===== src/sv/pdpc_pkg.sv =====
// Shared types, register codes, reset values and widths for the PI drive
// position controller. Every other file of the block depends on this package.
`default_nettype none

package pdpc_pkg;

  localparam int TGT_W    = 16;
  localparam int GAIN_W   = 24;
  localparam int ZONE_W   = 16;
  localparam int LIMIT_W  = 16;
  localparam int SETTLE_W = 16;
  localparam int PERIOD_W = 10;
  localparam int CNT_W    = 21;
  localparam int ERR_W    = 23;
  localparam int SUM_W    = 17;
  localparam int WIDE_W   = 24;
  localparam int TIMER_W  = 16;
  localparam int DRV_W    = 8;
  localparam int IDX_W    = 4;
  localparam int DATA_W   = 24;
  localparam int PKP_W    = GAIN_W + 1 + ERR_W;
  localparam int PKI_W    = GAIN_W + 1 + SUM_W;
  localparam int ACC_W    = PKP_W + 1;
  localparam int FRAC_W   = 16;
  localparam int QUO_W    = ACC_W - FRAC_W;

  localparam logic [IDX_W-1:0] REG_TARGET       = 4'd0;
  localparam logic [IDX_W-1:0] REG_KP_GAIN      = 4'd1;
  localparam logic [IDX_W-1:0] REG_KI_GAIN      = 4'd2;
  localparam logic [IDX_W-1:0] REG_INT_ZONE     = 4'd3;
  localparam logic [IDX_W-1:0] REG_INT_LIMIT    = 4'd4;
  localparam logic [IDX_W-1:0] REG_SETTLE_MS    = 4'd5;
  localparam logic [IDX_W-1:0] REG_SETTLE_ERROR = 4'd6;
  localparam logic [IDX_W-1:0] REG_PERIOD_MS    = 4'd7;

  localparam logic signed [TGT_W-1:0]    RST_TARGET       = 16'sd0;
  localparam logic [GAIN_W-1:0]          RST_KP_GAIN      = 24'd13107;
  localparam logic [GAIN_W-1:0]          RST_KI_GAIN      = 24'd3277;
  localparam logic [ZONE_W-1:0]          RST_INT_ZONE     = 16'd299;
  localparam logic [LIMIT_W-1:0]         RST_INT_LIMIT    = 16'd1000;
  localparam logic [SETTLE_W-1:0]        RST_SETTLE_MS    = 16'd250;
  localparam logic signed [TGT_W-1:0]    RST_SETTLE_ERROR = 16'sd30;
  localparam logic [PERIOD_W-1:0]        RST_PERIOD_MS    = 10'd40;

  localparam logic [SETTLE_W-1:0]        MIN_SETTLE_MS = 16'd250;
  localparam logic [TIMER_W-1:0]         TIMER_MAX     = 16'hFFFF;
  localparam logic signed [QUO_W-1:0]    DRIVE_MAX     = 33'sd127;
  localparam logic signed [ACC_W-1:0]    ROUND_BIAS    = 49'sd65535;

  typedef struct packed {
    logic signed [TGT_W-1:0] target_ticks;
    logic [GAIN_W-1:0]       kp_gain;
    logic [GAIN_W-1:0]       ki_gain;
    logic [ZONE_W-1:0]       integral_zone;
    logic [LIMIT_W-1:0]      integral_limit;
    logic [SETTLE_W-1:0]     settle_ms;
    logic signed [TGT_W-1:0] settle_error;
    logic [PERIOD_W-1:0]     period_ms;
  } cfg_t;

  typedef struct packed {
    logic                    fin;
    logic signed [ERR_W-1:0] err;
    logic signed [SUM_W-1:0] sum;
  } step_t;

endpackage

`default_nettype wire


===== src/sv/pdpc_channels.sv =====
// Handshake channels of the PI drive position controller: sample items,
// result items and configuration writes. Depends on pdpc_pkg.
`default_nettype none

interface pdpc_sample_if;
  logic                                        valid;
  logic                                        ready;
  logic                                        start_req;
  logic signed [pdpc_pkg::CNT_W-1:0]           left_count;
  logic signed [pdpc_pkg::CNT_W-1:0]           right_count;

  modport source (output valid, start_req, left_count, right_count, input ready);
  modport sink (input valid, start_req, left_count, right_count, output ready);
endinterface

interface pdpc_result_if;
  logic                                        valid;
  logic                                        ready;
  logic signed [pdpc_pkg::DRV_W-1:0]           drive_power;
  logic                                        move_done;
  logic signed [pdpc_pkg::ERR_W-1:0]           position_error;

  modport source (output valid, drive_power, move_done, position_error, input ready);
  modport sink (input valid, drive_power, move_done, position_error, output ready);
endinterface

interface pdpc_cfg_if;
  logic                                        valid;
  logic                                        ready;
  logic [pdpc_pkg::IDX_W-1:0]                  reg_index;
  logic [pdpc_pkg::DATA_W-1:0]                 wr_data;

  modport source (output valid, reg_index, wr_data, input ready);
  modport sink (input valid, reg_index, wr_data, output ready);
endinterface

`default_nettype wire


===== src/sv/pi_drive_position_controller.sv =====
// Top level of the PI drive position controller: configuration registers,
// state update stage and drive stage. Depends on pdpc_pkg and pdpc_channels.
//
//   channel  direction  payload
//   sample   in         start_req, left_count, right_count
//   result   out        drive_power, move_done, position_error
//   cfg      in         reg_index, wr_data (always ready)
//
// One item is accepted per cycle unless the result is stalled.
// The stages are an input register, the state update, the gain products
// and the result register, all advancing together.
// A stalled result holds every stage, so sample.ready is low only then.
// Synchronous reset restores the register defaults and clears the move state.
`default_nettype none

module pi_drive_position_controller (
  input  wire logic     clk,
  input  wire logic     rst,
  pdpc_sample_if.sink   sample,
  pdpc_result_if.source result,
  pdpc_cfg_if.sink      cfg
);
  import pdpc_pkg::*;

  cfg_t  regs;
  step_t step;
  logic  step_valid;
  logic  adv;

  pdpc_cfg_regs u_cfg_regs (
    .clk  (clk),
    .rst  (rst),
    .cfg  (cfg),
    .regs (regs)
  );

  pdpc_step u_step (
    .clk        (clk),
    .rst        (rst),
    .adv        (adv),
    .regs       (regs),
    .sample     (sample),
    .step       (step),
    .step_valid (step_valid)
  );

  pdpc_drive u_drive (
    .clk        (clk),
    .rst        (rst),
    .regs       (regs),
    .step       (step),
    .step_valid (step_valid),
    .adv        (adv),
    .result     (result)
  );

endmodule

`default_nettype wire


===== src/sv/pdpc_cfg_regs.sv =====
// Configuration register file of the PI drive position controller.
// Depends on pdpc_pkg and pdpc_cfg_if.
`default_nettype none

module pdpc_cfg_regs (
  input  wire logic     clk,
  input  wire logic     rst,
  pdpc_cfg_if.sink      cfg,
  output pdpc_pkg::cfg_t regs
);
  import pdpc_pkg::*;

  assign cfg.ready = 1'b1;

  always_ff @(posedge clk) begin
    if (rst) begin
      regs.target_ticks   <= RST_TARGET;
      regs.kp_gain        <= RST_KP_GAIN;
      regs.ki_gain        <= RST_KI_GAIN;
      regs.integral_zone  <= RST_INT_ZONE;
      regs.integral_limit <= RST_INT_LIMIT;
      regs.settle_ms      <= RST_SETTLE_MS;
      regs.settle_error   <= RST_SETTLE_ERROR;
      regs.period_ms      <= RST_PERIOD_MS;
    end else if (cfg.valid && cfg.ready) begin
      unique case (cfg.reg_index)
        REG_TARGET:       regs.target_ticks   <= $signed(cfg.wr_data[TGT_W-1:0]);
        REG_KP_GAIN:      regs.kp_gain        <= cfg.wr_data[GAIN_W-1:0];
        REG_KI_GAIN:      regs.ki_gain        <= cfg.wr_data[GAIN_W-1:0];
        REG_INT_ZONE:     regs.integral_zone  <= cfg.wr_data[ZONE_W-1:0];
        REG_INT_LIMIT:    regs.integral_limit <= cfg.wr_data[LIMIT_W-1:0];
        REG_SETTLE_MS:    regs.settle_ms      <= cfg.wr_data[SETTLE_W-1:0];
        REG_SETTLE_ERROR: regs.settle_error   <= $signed(cfg.wr_data[TGT_W-1:0]);
        REG_PERIOD_MS:    regs.period_ms      <= cfg.wr_data[PERIOD_W-1:0];
        default: ;
      endcase
    end
  end

endmodule

`default_nettype wire


===== src/sv/pdpc_step.sv =====
// Input register, error, integral and settle timer update of the PI drive
// position controller. Depends on pdpc_pkg and pdpc_sample_if.
`default_nettype none

module pdpc_step (
  input  wire logic           clk,
  input  wire logic           rst,
  input  wire logic           adv,
  input  wire pdpc_pkg::cfg_t regs,
  pdpc_sample_if.sink         sample,
  output pdpc_pkg::step_t     step,
  output logic                step_valid
);
  import pdpc_pkg::*;

  logic                    s0_valid;
  logic                    s0_start;
  logic signed [CNT_W-1:0] s0_left;
  logic signed [CNT_W-1:0] s0_right;

  logic signed [SUM_W-1:0] integral_sum;
  logic [TIMER_W-1:0]      settle_timer;
  logic                    timer_held;
  logic                    finished;

  logic signed [SUM_W-1:0]  sum0;
  logic [TIMER_W-1:0]       timer0;
  logic                     held0;
  logic                     fin0;
  logic signed [ERR_W-1:0]  err;
  logic [ERR_W-1:0]         mag;
  logic signed [WIDE_W-1:0] sum_try;
  logic signed [WIDE_W-1:0] lim;
  logic signed [WIDE_W-1:0] sum_clamp;
  logic                     in_zone;
  logic [TIMER_W:0]         timer_sum;
  logic [TIMER_W-1:0]       timer_inc;
  logic [SETTLE_W-1:0]      need;
  logic signed [SUM_W-1:0]  integral_sum_next;
  logic [TIMER_W-1:0]       settle_timer_next;
  logic                     timer_held_next;
  logic                     finished_next;

  assign sample.ready = adv;

  always_ff @(posedge clk) begin
    if (rst) begin
      s0_valid <= 1'b0;
    end else if (adv) begin
      s0_valid <= sample.valid;
    end
  end

  always_ff @(posedge clk) begin
    if (adv && sample.valid) begin
      s0_start <= sample.start_req;
      s0_left  <= sample.left_count;
      s0_right <= sample.right_count;
    end
  end

  always_comb begin
    if (s0_start) begin
      sum0   = '0;
      timer0 = '0;
      held0  = 1'b1;
      fin0   = 1'b0;
    end else begin
      sum0   = integral_sum;
      timer0 = settle_timer;
      held0  = timer_held;
      fin0   = finished;
    end

    err = ERR_W'(regs.target_ticks) - ERR_W'(s0_right) + ERR_W'(s0_left);
    mag = err[ERR_W-1] ? ERR_W'(-err) : ERR_W'(err);

    sum_try = WIDE_W'(sum0) + WIDE_W'(err);
    lim     = $signed({{(WIDE_W-LIMIT_W){1'b0}}, regs.integral_limit});
    if (sum_try > lim) begin
      sum_clamp = lim;
    end else if (sum_try < -lim) begin
      sum_clamp = -lim;
    end else begin
      sum_clamp = sum_try;
    end
    in_zone = (err != '0) && (mag < {{(ERR_W-ZONE_W){1'b0}}, regs.integral_zone});

    timer_sum = {1'b0, timer0} + {{(TIMER_W+1-PERIOD_W){1'b0}}, regs.period_ms};
    timer_inc = timer_sum[TIMER_W] ? TIMER_MAX : timer_sum[TIMER_W-1:0];
    need      = (regs.settle_ms < MIN_SETTLE_MS) ? MIN_SETTLE_MS : regs.settle_ms;

    if (fin0) begin
      integral_sum_next = sum0;
      timer_held_next   = held0;
      settle_timer_next = timer0;
      finished_next     = 1'b1;
    end else begin
      integral_sum_next = in_zone ? sum_clamp[SUM_W-1:0] : '0;
      timer_held_next   = held0 && !(err < ERR_W'(regs.settle_error));
      settle_timer_next = timer_held_next ? '0 : timer_inc;
      finished_next     = (settle_timer_next >= need);
    end
  end

  always_ff @(posedge clk) begin
    if (rst) begin
      integral_sum <= '0;
      settle_timer <= '0;
      timer_held   <= 1'b1;
      finished     <= 1'b0;
      step_valid   <= 1'b0;
    end else if (adv) begin
      step_valid <= s0_valid;
      if (s0_valid) begin
        integral_sum <= integral_sum_next;
        settle_timer <= settle_timer_next;
        timer_held   <= timer_held_next;
        finished     <= finished_next;
      end
    end
  end

  always_ff @(posedge clk) begin
    if (adv) begin
      step.fin <= finished_next;
      step.err <= err;
      step.sum <= integral_sum_next;
    end
  end

endmodule

`default_nettype wire


===== src/sv/pdpc_drive.sv =====
// Gain products, truncating scale and saturation of the drive command, and
// the result register. Depends on pdpc_pkg and pdpc_result_if.
`default_nettype none

module pdpc_drive (
  input  wire logic            clk,
  input  wire logic            rst,
  input  wire pdpc_pkg::cfg_t  regs,
  input  wire pdpc_pkg::step_t step,
  input  wire logic            step_valid,
  output logic                 adv,
  pdpc_result_if.source        result
);
  import pdpc_pkg::*;

  logic                    prod_valid;
  logic                    prod_fin;
  logic signed [ERR_W-1:0] prod_err;
  logic signed [PKP_W-1:0] prod_kp;
  logic signed [PKI_W-1:0] prod_ki;

  logic signed [ACC_W-1:0] acc;
  logic signed [ACC_W-1:0] acc_biased;
  logic signed [QUO_W-1:0] quo;
  logic signed [DRV_W-1:0] drive;

  assign adv = !result.valid || result.ready;

  always_ff @(posedge clk) begin
    if (adv) begin
      prod_fin <= step.fin;
      prod_err <= step.err;
      prod_kp  <= $signed({1'b0, regs.kp_gain}) * step.err;
      prod_ki  <= $signed({1'b0, regs.ki_gain}) * step.sum;
    end
  end

  always_comb begin
    acc        = ACC_W'(prod_kp) + ACC_W'(prod_ki);
    acc_biased = acc[ACC_W-1] ? (acc + ROUND_BIAS) : acc;
    quo        = QUO_W'(acc_biased >>> FRAC_W);
    if (prod_fin) begin
      drive = '0;
    end else if (quo > DRIVE_MAX) begin
      drive = DRV_W'(DRIVE_MAX);
    end else if (quo < -DRIVE_MAX) begin
      drive = DRV_W'(-DRIVE_MAX);
    end else begin
      drive = quo[DRV_W-1:0];
    end
  end

  always_ff @(posedge clk) begin
    if (rst) begin
      prod_valid   <= 1'b0;
      result.valid <= 1'b0;
    end else if (adv) begin
      prod_valid   <= step_valid;
      result.valid <= prod_valid;
    end
  end

  always_ff @(posedge clk) begin
    if (adv) begin
      result.drive_power    <= drive;
      result.move_done      <= prod_fin;
      result.position_error <= prod_err;
    end
  end

endmodule

`default_nettype wire


===== src/flat_wrapper.sv =====
// flat-port wrapper written by rule: the top's interface ports become plain ports
module pi_drive_position_controller_flat import pdpc_pkg::*;
  (clk, rst, sample_valid, sample_start_req, sample_left_count, sample_right_count, sample_ready, result_valid, result_drive_power, result_move_done, result_position_error, result_ready, cfg_valid, cfg_reg_index, cfg_wr_data, cfg_ready);
  pdpc_sample_if sample_i ();
  pdpc_result_if result_i ();
  pdpc_cfg_if cfg_i ();
  input  wire logic clk;
  input  wire logic rst;
  input wire logic [$bits(sample_i.valid)-1:0] sample_valid;
  input wire logic [$bits(sample_i.start_req)-1:0] sample_start_req;
  input wire logic [$bits(sample_i.left_count)-1:0] sample_left_count;
  input wire logic [$bits(sample_i.right_count)-1:0] sample_right_count;
  output wire logic [$bits(sample_i.ready)-1:0] sample_ready;
  output wire logic [$bits(result_i.valid)-1:0] result_valid;
  output wire logic [$bits(result_i.drive_power)-1:0] result_drive_power;
  output wire logic [$bits(result_i.move_done)-1:0] result_move_done;
  output wire logic [$bits(result_i.position_error)-1:0] result_position_error;
  input wire logic [$bits(result_i.ready)-1:0] result_ready;
  input wire logic [$bits(cfg_i.valid)-1:0] cfg_valid;
  input wire logic [$bits(cfg_i.reg_index)-1:0] cfg_reg_index;
  input wire logic [$bits(cfg_i.wr_data)-1:0] cfg_wr_data;
  output wire logic [$bits(cfg_i.ready)-1:0] cfg_ready;
  assign sample_i.valid = sample_valid;
  assign sample_i.start_req = sample_start_req;
  assign sample_i.left_count = sample_left_count;
  assign sample_i.right_count = sample_right_count;
  assign sample_ready = sample_i.ready;
  assign result_valid = result_i.valid;
  assign result_drive_power = result_i.drive_power;
  assign result_move_done = result_i.move_done;
  assign result_position_error = result_i.position_error;
  assign result_i.ready = result_ready;
  assign cfg_i.valid = cfg_valid;
  assign cfg_i.reg_index = cfg_reg_index;
  assign cfg_i.wr_data = cfg_wr_data;
  assign cfg_ready = cfg_i.ready;
  pi_drive_position_controller u_core (.clk(clk), .rst(rst), .sample(sample_i), .result(result_i), .cfg(cfg_i));
endmodule

===== config.mk =====
export PLATFORM = sky130hd
export DESIGN_NAME = pi_drive_position_controller_flat
export DESIGN_NICKNAME = d
export VERILOG_FILES = /design/src/sv/pdpc_pkg.sv /design/src/sv/pdpc_channels.sv /design/src/sv/pi_drive_position_controller.sv /design/src/sv/pdpc_cfg_regs.sv /design/src/sv/pdpc_step.sv /design/src/sv/pdpc_drive.sv /design/src/flat_wrapper.sv
export SDC_FILE = /design/constraint.sdc
export NUM_CORES = 2
export LEC_CHECK = 0
export BUFFER_PORTS_ARGS = -buffer_cell sky130_fd_sc_hd__buf_4
export CAP_MARGIN = 20
export CELL_PAD_IN_SITES_DETAIL_PLACEMENT = 0
export CELL_PAD_IN_SITES_GLOBAL_PLACEMENT = 1
export CORE_UTILIZATION = 40
export CTS_BUF_LIST = sky130_fd_sc_hd__clkbuf_4
export DETAILED_ROUTE_END_ITERATION = 12
export GPL_TIMING_DRIVEN = 0
export PLACE_DENSITY_LB_ADDON = 0.1
export SYNTH_ARGS = -nofsm -noshare
export SYNTH_HDL_FRONTEND = slang
export SYNTH_SLANG_ARGS = --single-unit

===== constraint.sdc =====
create_clock -name clk -period 8 [get_ports clk]
set_clock_uncertainty 0.15 [all_clocks]
set_input_delay 2 -clock clk [delete_from_list [all_inputs] [get_ports clk]]
set_output_delay 2 -clock clk [all_outputs]
set_load 0.05 [all_outputs]

After elaboration in Yosys (flattened, before gate mapping) --
Cells that the tools add are included. W data, S select, Z words.
Word-level totals: register bits after elaboration 407, input bits 76, output and inout bits 35, logic and storage cells 91
Cells by class: add/subtract/negate cells 8, $mul 2, magnitude comparators 8, eq/ne operators 7, mux-type cells 18, reduce and logical (&&, ||, !) cells 18
Operators with widths (count):
- $mux W17 | 5
- $mux W16 | 5
- $add A48 B42 Y49 | 1
- $add A49 B17 Y49 const B | 1
- $mux W49 | 1
- $mul A25 B23 Y48 | 1
- $lt A23 B16 Y1 | 2
- $mul A25 B17 Y42 | 1
- $gt A33 B8 Y1 const B | 1
- $lt A33 B8 Y1 const B | 1
- $add A17 B23 Y24 | 1
- $gt A24 B17 Y1 | 1
- $lt A24 B24 Y1 | 1
- $neg A16 Y24 | 1
- $add A22 B21 Y23 | 1
- $mux W23 | 1
- $neg A23 Y23 | 1
- $reduce_bool A23 Y1 | 1
- $sub A16 B21 Y22 | 1
- $reduce_and A2 Y1 | 9
- $add A16 B10 Y17 | 1
- $eq A4 B3 Y1 const B | 4
- $ge A16 B16 Y1 | 1
- $lt A16 B8 Y1 const B | 1
- 10 further kinds | 17

Longest topological paths before layout --
depth in word-level cells 8, gate-level depth with buffers 39, gate-level depth less buffers 38

Cells and area by module --
Synthesis repeated with hierarchy kept, for this count alone.
Second synthesis, totals: cell total of the unflattened synthesis 6379, area total of the unflattened synthesis 58158.3 um^2
Modules (own cells, without submodules):
- pdpc_drive | instances 1, cells each 4451, area each 40625.2 um^2, sequential area each 4424.2 um^2
- pdpc_step | instances 1, cells each 1429, area each 12125.4 um^2, sequential area each 3263.1 um^2
- pdpc_cfg_regs | instances 1, cells each 499, area each 5407.7 um^2, sequential area each 2762.6 um^2

Worst setup path after synthesis --
No wires, ideal clock.
path kind in2out, from input result_ready, to output sample_ready, arrival 6.022 ns, required time 5.850 ns, setup slack -0.172 ns, cell stages on the path 2, buffers on the path 0, cells stage by stage nor2b_1 inv_1
On the way: cells in the longest elaborated chain, start to end 1
Ends and longest elaborated chain:
- from (decl) | line flat_wrapper.sv:18 | input wire logic [$bits(result_i.ready)-1:0] result_ready;
- $logic_or A1 B1 Y1 | line pdpc_drive.sv:27 | assign adv = !result.valid || result.ready;
- to (decl) | line flat_wrapper.sv:13 | output wire logic [$bits(sample_i.ready)-1:0] sample_ready;
Every way passes these cells.

Worst setup path after layout --
from register u_core.u_cfg_regs.regs[99] (netlist name), to register u_core.u_drive.prod_kp[47], data pin
On the way: cells in the longest elaborated chain, start to end 1
Ends and longest elaborated chain:
- $mul A25 B23 Y48 | line pdpc_drive.sv:33 | prod_kp <= $signed({1'b0, regs.kp_gain}) * step.err;
- to (signal assigned) | line pdpc_drive.sv:33
- to (decl) | line pdpc_drive.sv:19 | logic signed [PKP_W-1:0] prod_kp;
Every way passes these cells. A chain may end at the register's enable or synchronous reset.

==> qor.txt <==
Synth Area in Adders: 40.8%
DRT Pass-1 Iters: 6
Final ANT Viol Nets: 0
starting utilization of the core area: 40.3%
# port buffers: 98
count of final max-slew check failures: 0
Synth area leader: fa_1
Max-cap violations: 0
synthesized area: 56300 um^2
Compound-Gate Fraction of Synth Area: 10.3%
Nets: 8068
Setup WS post-layout: -5.13 ps
RSZ-0062 raised after global routing: true
Synth warnings: 0
WP data arrival: 8550 ps
core area: 140000 um^2
CTS Root Cell: clkbuf_4
largest family of logic cells by synthesized area: adder cells
CTS tree: built
Final Util: 46.0%
fin crit share: 100%
number of synthesized flops with an enable pin: 230
H-tree levels: 3
vias in the first global route: 45400
GR Overflow Total: 0
Synth Area per Inst: 8.96 um^2
Area growth, synth to finish: 14.0%
hpwl dp: 156000 um
Final Hold Fails: 0
Critical Path Sink Type: flop
fraction of layout cells with a size suffix above 1: 12.7%
via/cell ratio: 5.20
Post-synth ARST share: 0%
Seq cells post-synth: 407
top_reg_cell synth: edfxtp_1
worst min path class: reg -> reg
WL/cell: 22.7 um
TritonCTS buffer count: 113
routed vias: 44900
die width: 377 um
initial antenna violation count: 12
Post-Synthesis Cells: 6280
Overall Global Routing Usage: 27.7%
post-synthesis cell type count: 102
worst rel slew slack: 28.3%
Post-Route WL: 196000 um
Tmin final: 8010 ps
Max Freq: 125 MHz
register area share after synthesis: 18.6%
Least-Margin Pin Slew: 1080 ps
first-pass GRT wire length: 290000 um
worst-path fanout max: 10
# IOs: 111
clock sink total: 407
Die ar.: 142000 um^2
WS Path Type: reg -> reg
synth top area cells: fa_1, edfxtp_1, ha_1
hold buffers post-CTS: 0
share of the synthesized area in the top cell type: 29.0%
status: finished with violations
XOR/XNOR share of the synthesized area: 3.12%
Reg2Reg Setup Slack: -5 ps
largest net degree at the start of global routing: 44
Remaining DRCs: 0
Die H: 377 um
top-count cell post-synth: inv_1
RD Place Congestion: 0.929
post-synthesis mux area share: 0.611%
final setup fails: 1
worst-case clock buffer depth: 3
Rows: 137
Synth Net Count: 7703
Iter 0 DRT Violations: 3095
clock slew at the register clock pins of the worst setup and hold paths: 70 ps
CP Launch Type: flop
worst skew pair latency: 1070 ps
Commonest cells post-synth: inv_1, nand2_1, fa_1, ha_1, and2_1
critical path required time: 8540 ps
failing checks: setup timing
simple-gate share of the synthesized area: 17.2%
[layout by cell type (no fill, tap or decap), types with 26 or more instances in the layout]
cell type	n
nand3b_1	33
inv_1	1117
a21oi_1	270
xor2_1	41
o21bai_1	31
edfxtp_1	230
nor3_1	56
dfxtp_1	140
nand3_1	65
and2_1	355
fa_1	802
nand2_1	947
clkbuf_1	88
buf_4	249
nand2b_1	75
xnor2_1	135
o21ai_0	116
nor2b_1	64
a21o_1	88
nand4_1	28
clkbuf_4	207
clkbuf_8	38
nor2_1	230
o21a_1	54
mux2i_1	31
clkbuf_2	54
and3_1	30
or3_1	26
ha_1	510
[area by class of cell]
type,count,area [um^2]
Antenna cell,3,7.51
Buffer,248,1730
Clock buffer,176,1320
Clock inverter,36,262
Fill cell,14000,75400
Inverter,1138,4280
Multi-Input combinational cell,4470,41400
Sequential cell,407,10500
Tap cell,1876,2350
Timing Repair Buffer,267,2240
[through the flow]
| step | cell area [um^2] | hold WS [ps] | std cells | setup slack (ps) | TNS (ps) |
|---|---|---|---|---|---|
| 4_1_cts | 63500 | 268 | 8582 | -105 | -121 |
| 3_3_place_gp | 59400 | 253 | 8254 | -2060 | -115270 |
| 2_1_floorplan | 56300 | 250 | 6280 | 140 | 0 |
| 3_5_place_dp | 59500 | 255 | 8261 | -1920 | -58680 |
| 6_report | 64200 | 269 | 8621 | -5.13 | -5.13 |
| 5_1_grt | 64200 | 273 | 8619 | -233 | -446 |
[path summary, 6_finish.rpt]
kind,startpoint,end,cells past startpoint
max reg2reg,u_core.u_cfg_regs.regs[99]$_SDFFE_PP1P_,u_core.u_drive.prod_kp[47]$_DFFE_PN_,26
max,u_core.u_cfg_regs.regs[99]$_SDFFE_PP1P_,u_core.u_drive.prod_kp[47]$_DFFE_PN_,26
min reg2reg,u_core.u_drive.prod_err[8]$_DFFE_PN_,u_core.u_drive.result.position_error[8]$_DFFE_PN_,0
min,u_core.u_drive.prod_err[8]$_DFFE_PN_,u_core.u_drive.result.position_error[8]$_DFFE_PN_,0
[cells by family (layout without fill, tap and decap cells)]
logic type               Yosys count  in the layout
buffers and inverters           1403           1865
flip-flops                       407            407
adder cells (fa/ha/maj)         1347           1347
other                              1              4
AO/OA/AOI/OAI                    871            871
XOR/XNOR                         198            198
AND/OR/NAND/NOR                 2019           2019
multiplexers                      34             34
[worst max-delay path, cell delays in order (launching register included)]
cell and delay, ps:
dfxtp_1 620, clkbuf_2 460, nand2_1 140, fa_1 480
inv_1 100, fa_1 460, fa_1 500, inv_1 50
fa_1 390, fa_1 510, inv_1 50, fa_1 500
fa_2 600, ha_4 220, a21o_1 170, a21o_1 150
a21oi_2 120, or4b_4 480, o21ai_4 170, o2111ai_2 170
nand4_1 140, a31oi_1 100, o31ai_2 270, a21oi_2 100
a221o_1 360, a21oi_2 190, xnor2_2 110
[registers in the layout, summed over array words and instances, names as in the netlist, 8 cells and up]
| name | count |
|---|---|
| u_core.u_step.integral_sum | 17 |
| u_core.u_step.s0_right | 21 |
| u_core.u_drive.prod_kp | 48 |
| u_core.u_cfg_regs.regs | 138 |
| u_core.u_drive.prod_err | 23 |
| u_core.u_step.s0_left | 21 |
| u_core.u_drive.prod_ki | 42 |
| u_core.u_step.settle_timer | 16 |
| u_core.u_drive.result.position_error | 23 |
| u_core.u_step.step | 41 |
| u_core.u_drive.result.drive_power | 8 |
[timing repair]
| item | 4_1_cts | 5_1_grt |
|---|---|---|
| resized for setup | 426 | 133 |
| endpoints found under the setup margin | 68 | 41 |
| setup buffers | 116 | 46 |
| pin swaps | 72 | 64 |
[routing by layer]
| metal | track usage (%) | vias up | share of wire [%] | routed length, um |
|---|---|---|---|---|
| li1 | - | 20900 | - | - |
| met1 | 37.9 | 22400 | 44 | 86400 |
| met2 | 45.1 | 1313 | 46 | 90900 |
| met3 | 3.66 | 295 | 6.0 | 11700 |
| met4 | 9.40 | 6 | 3.4 | 6740 |
| met5 | 0 | - | 0.022 | 43 |
Power is left out: the tool's default activity adds up to more than one toggle a clock period on the data nets, which glitch-free logic cannot reach.
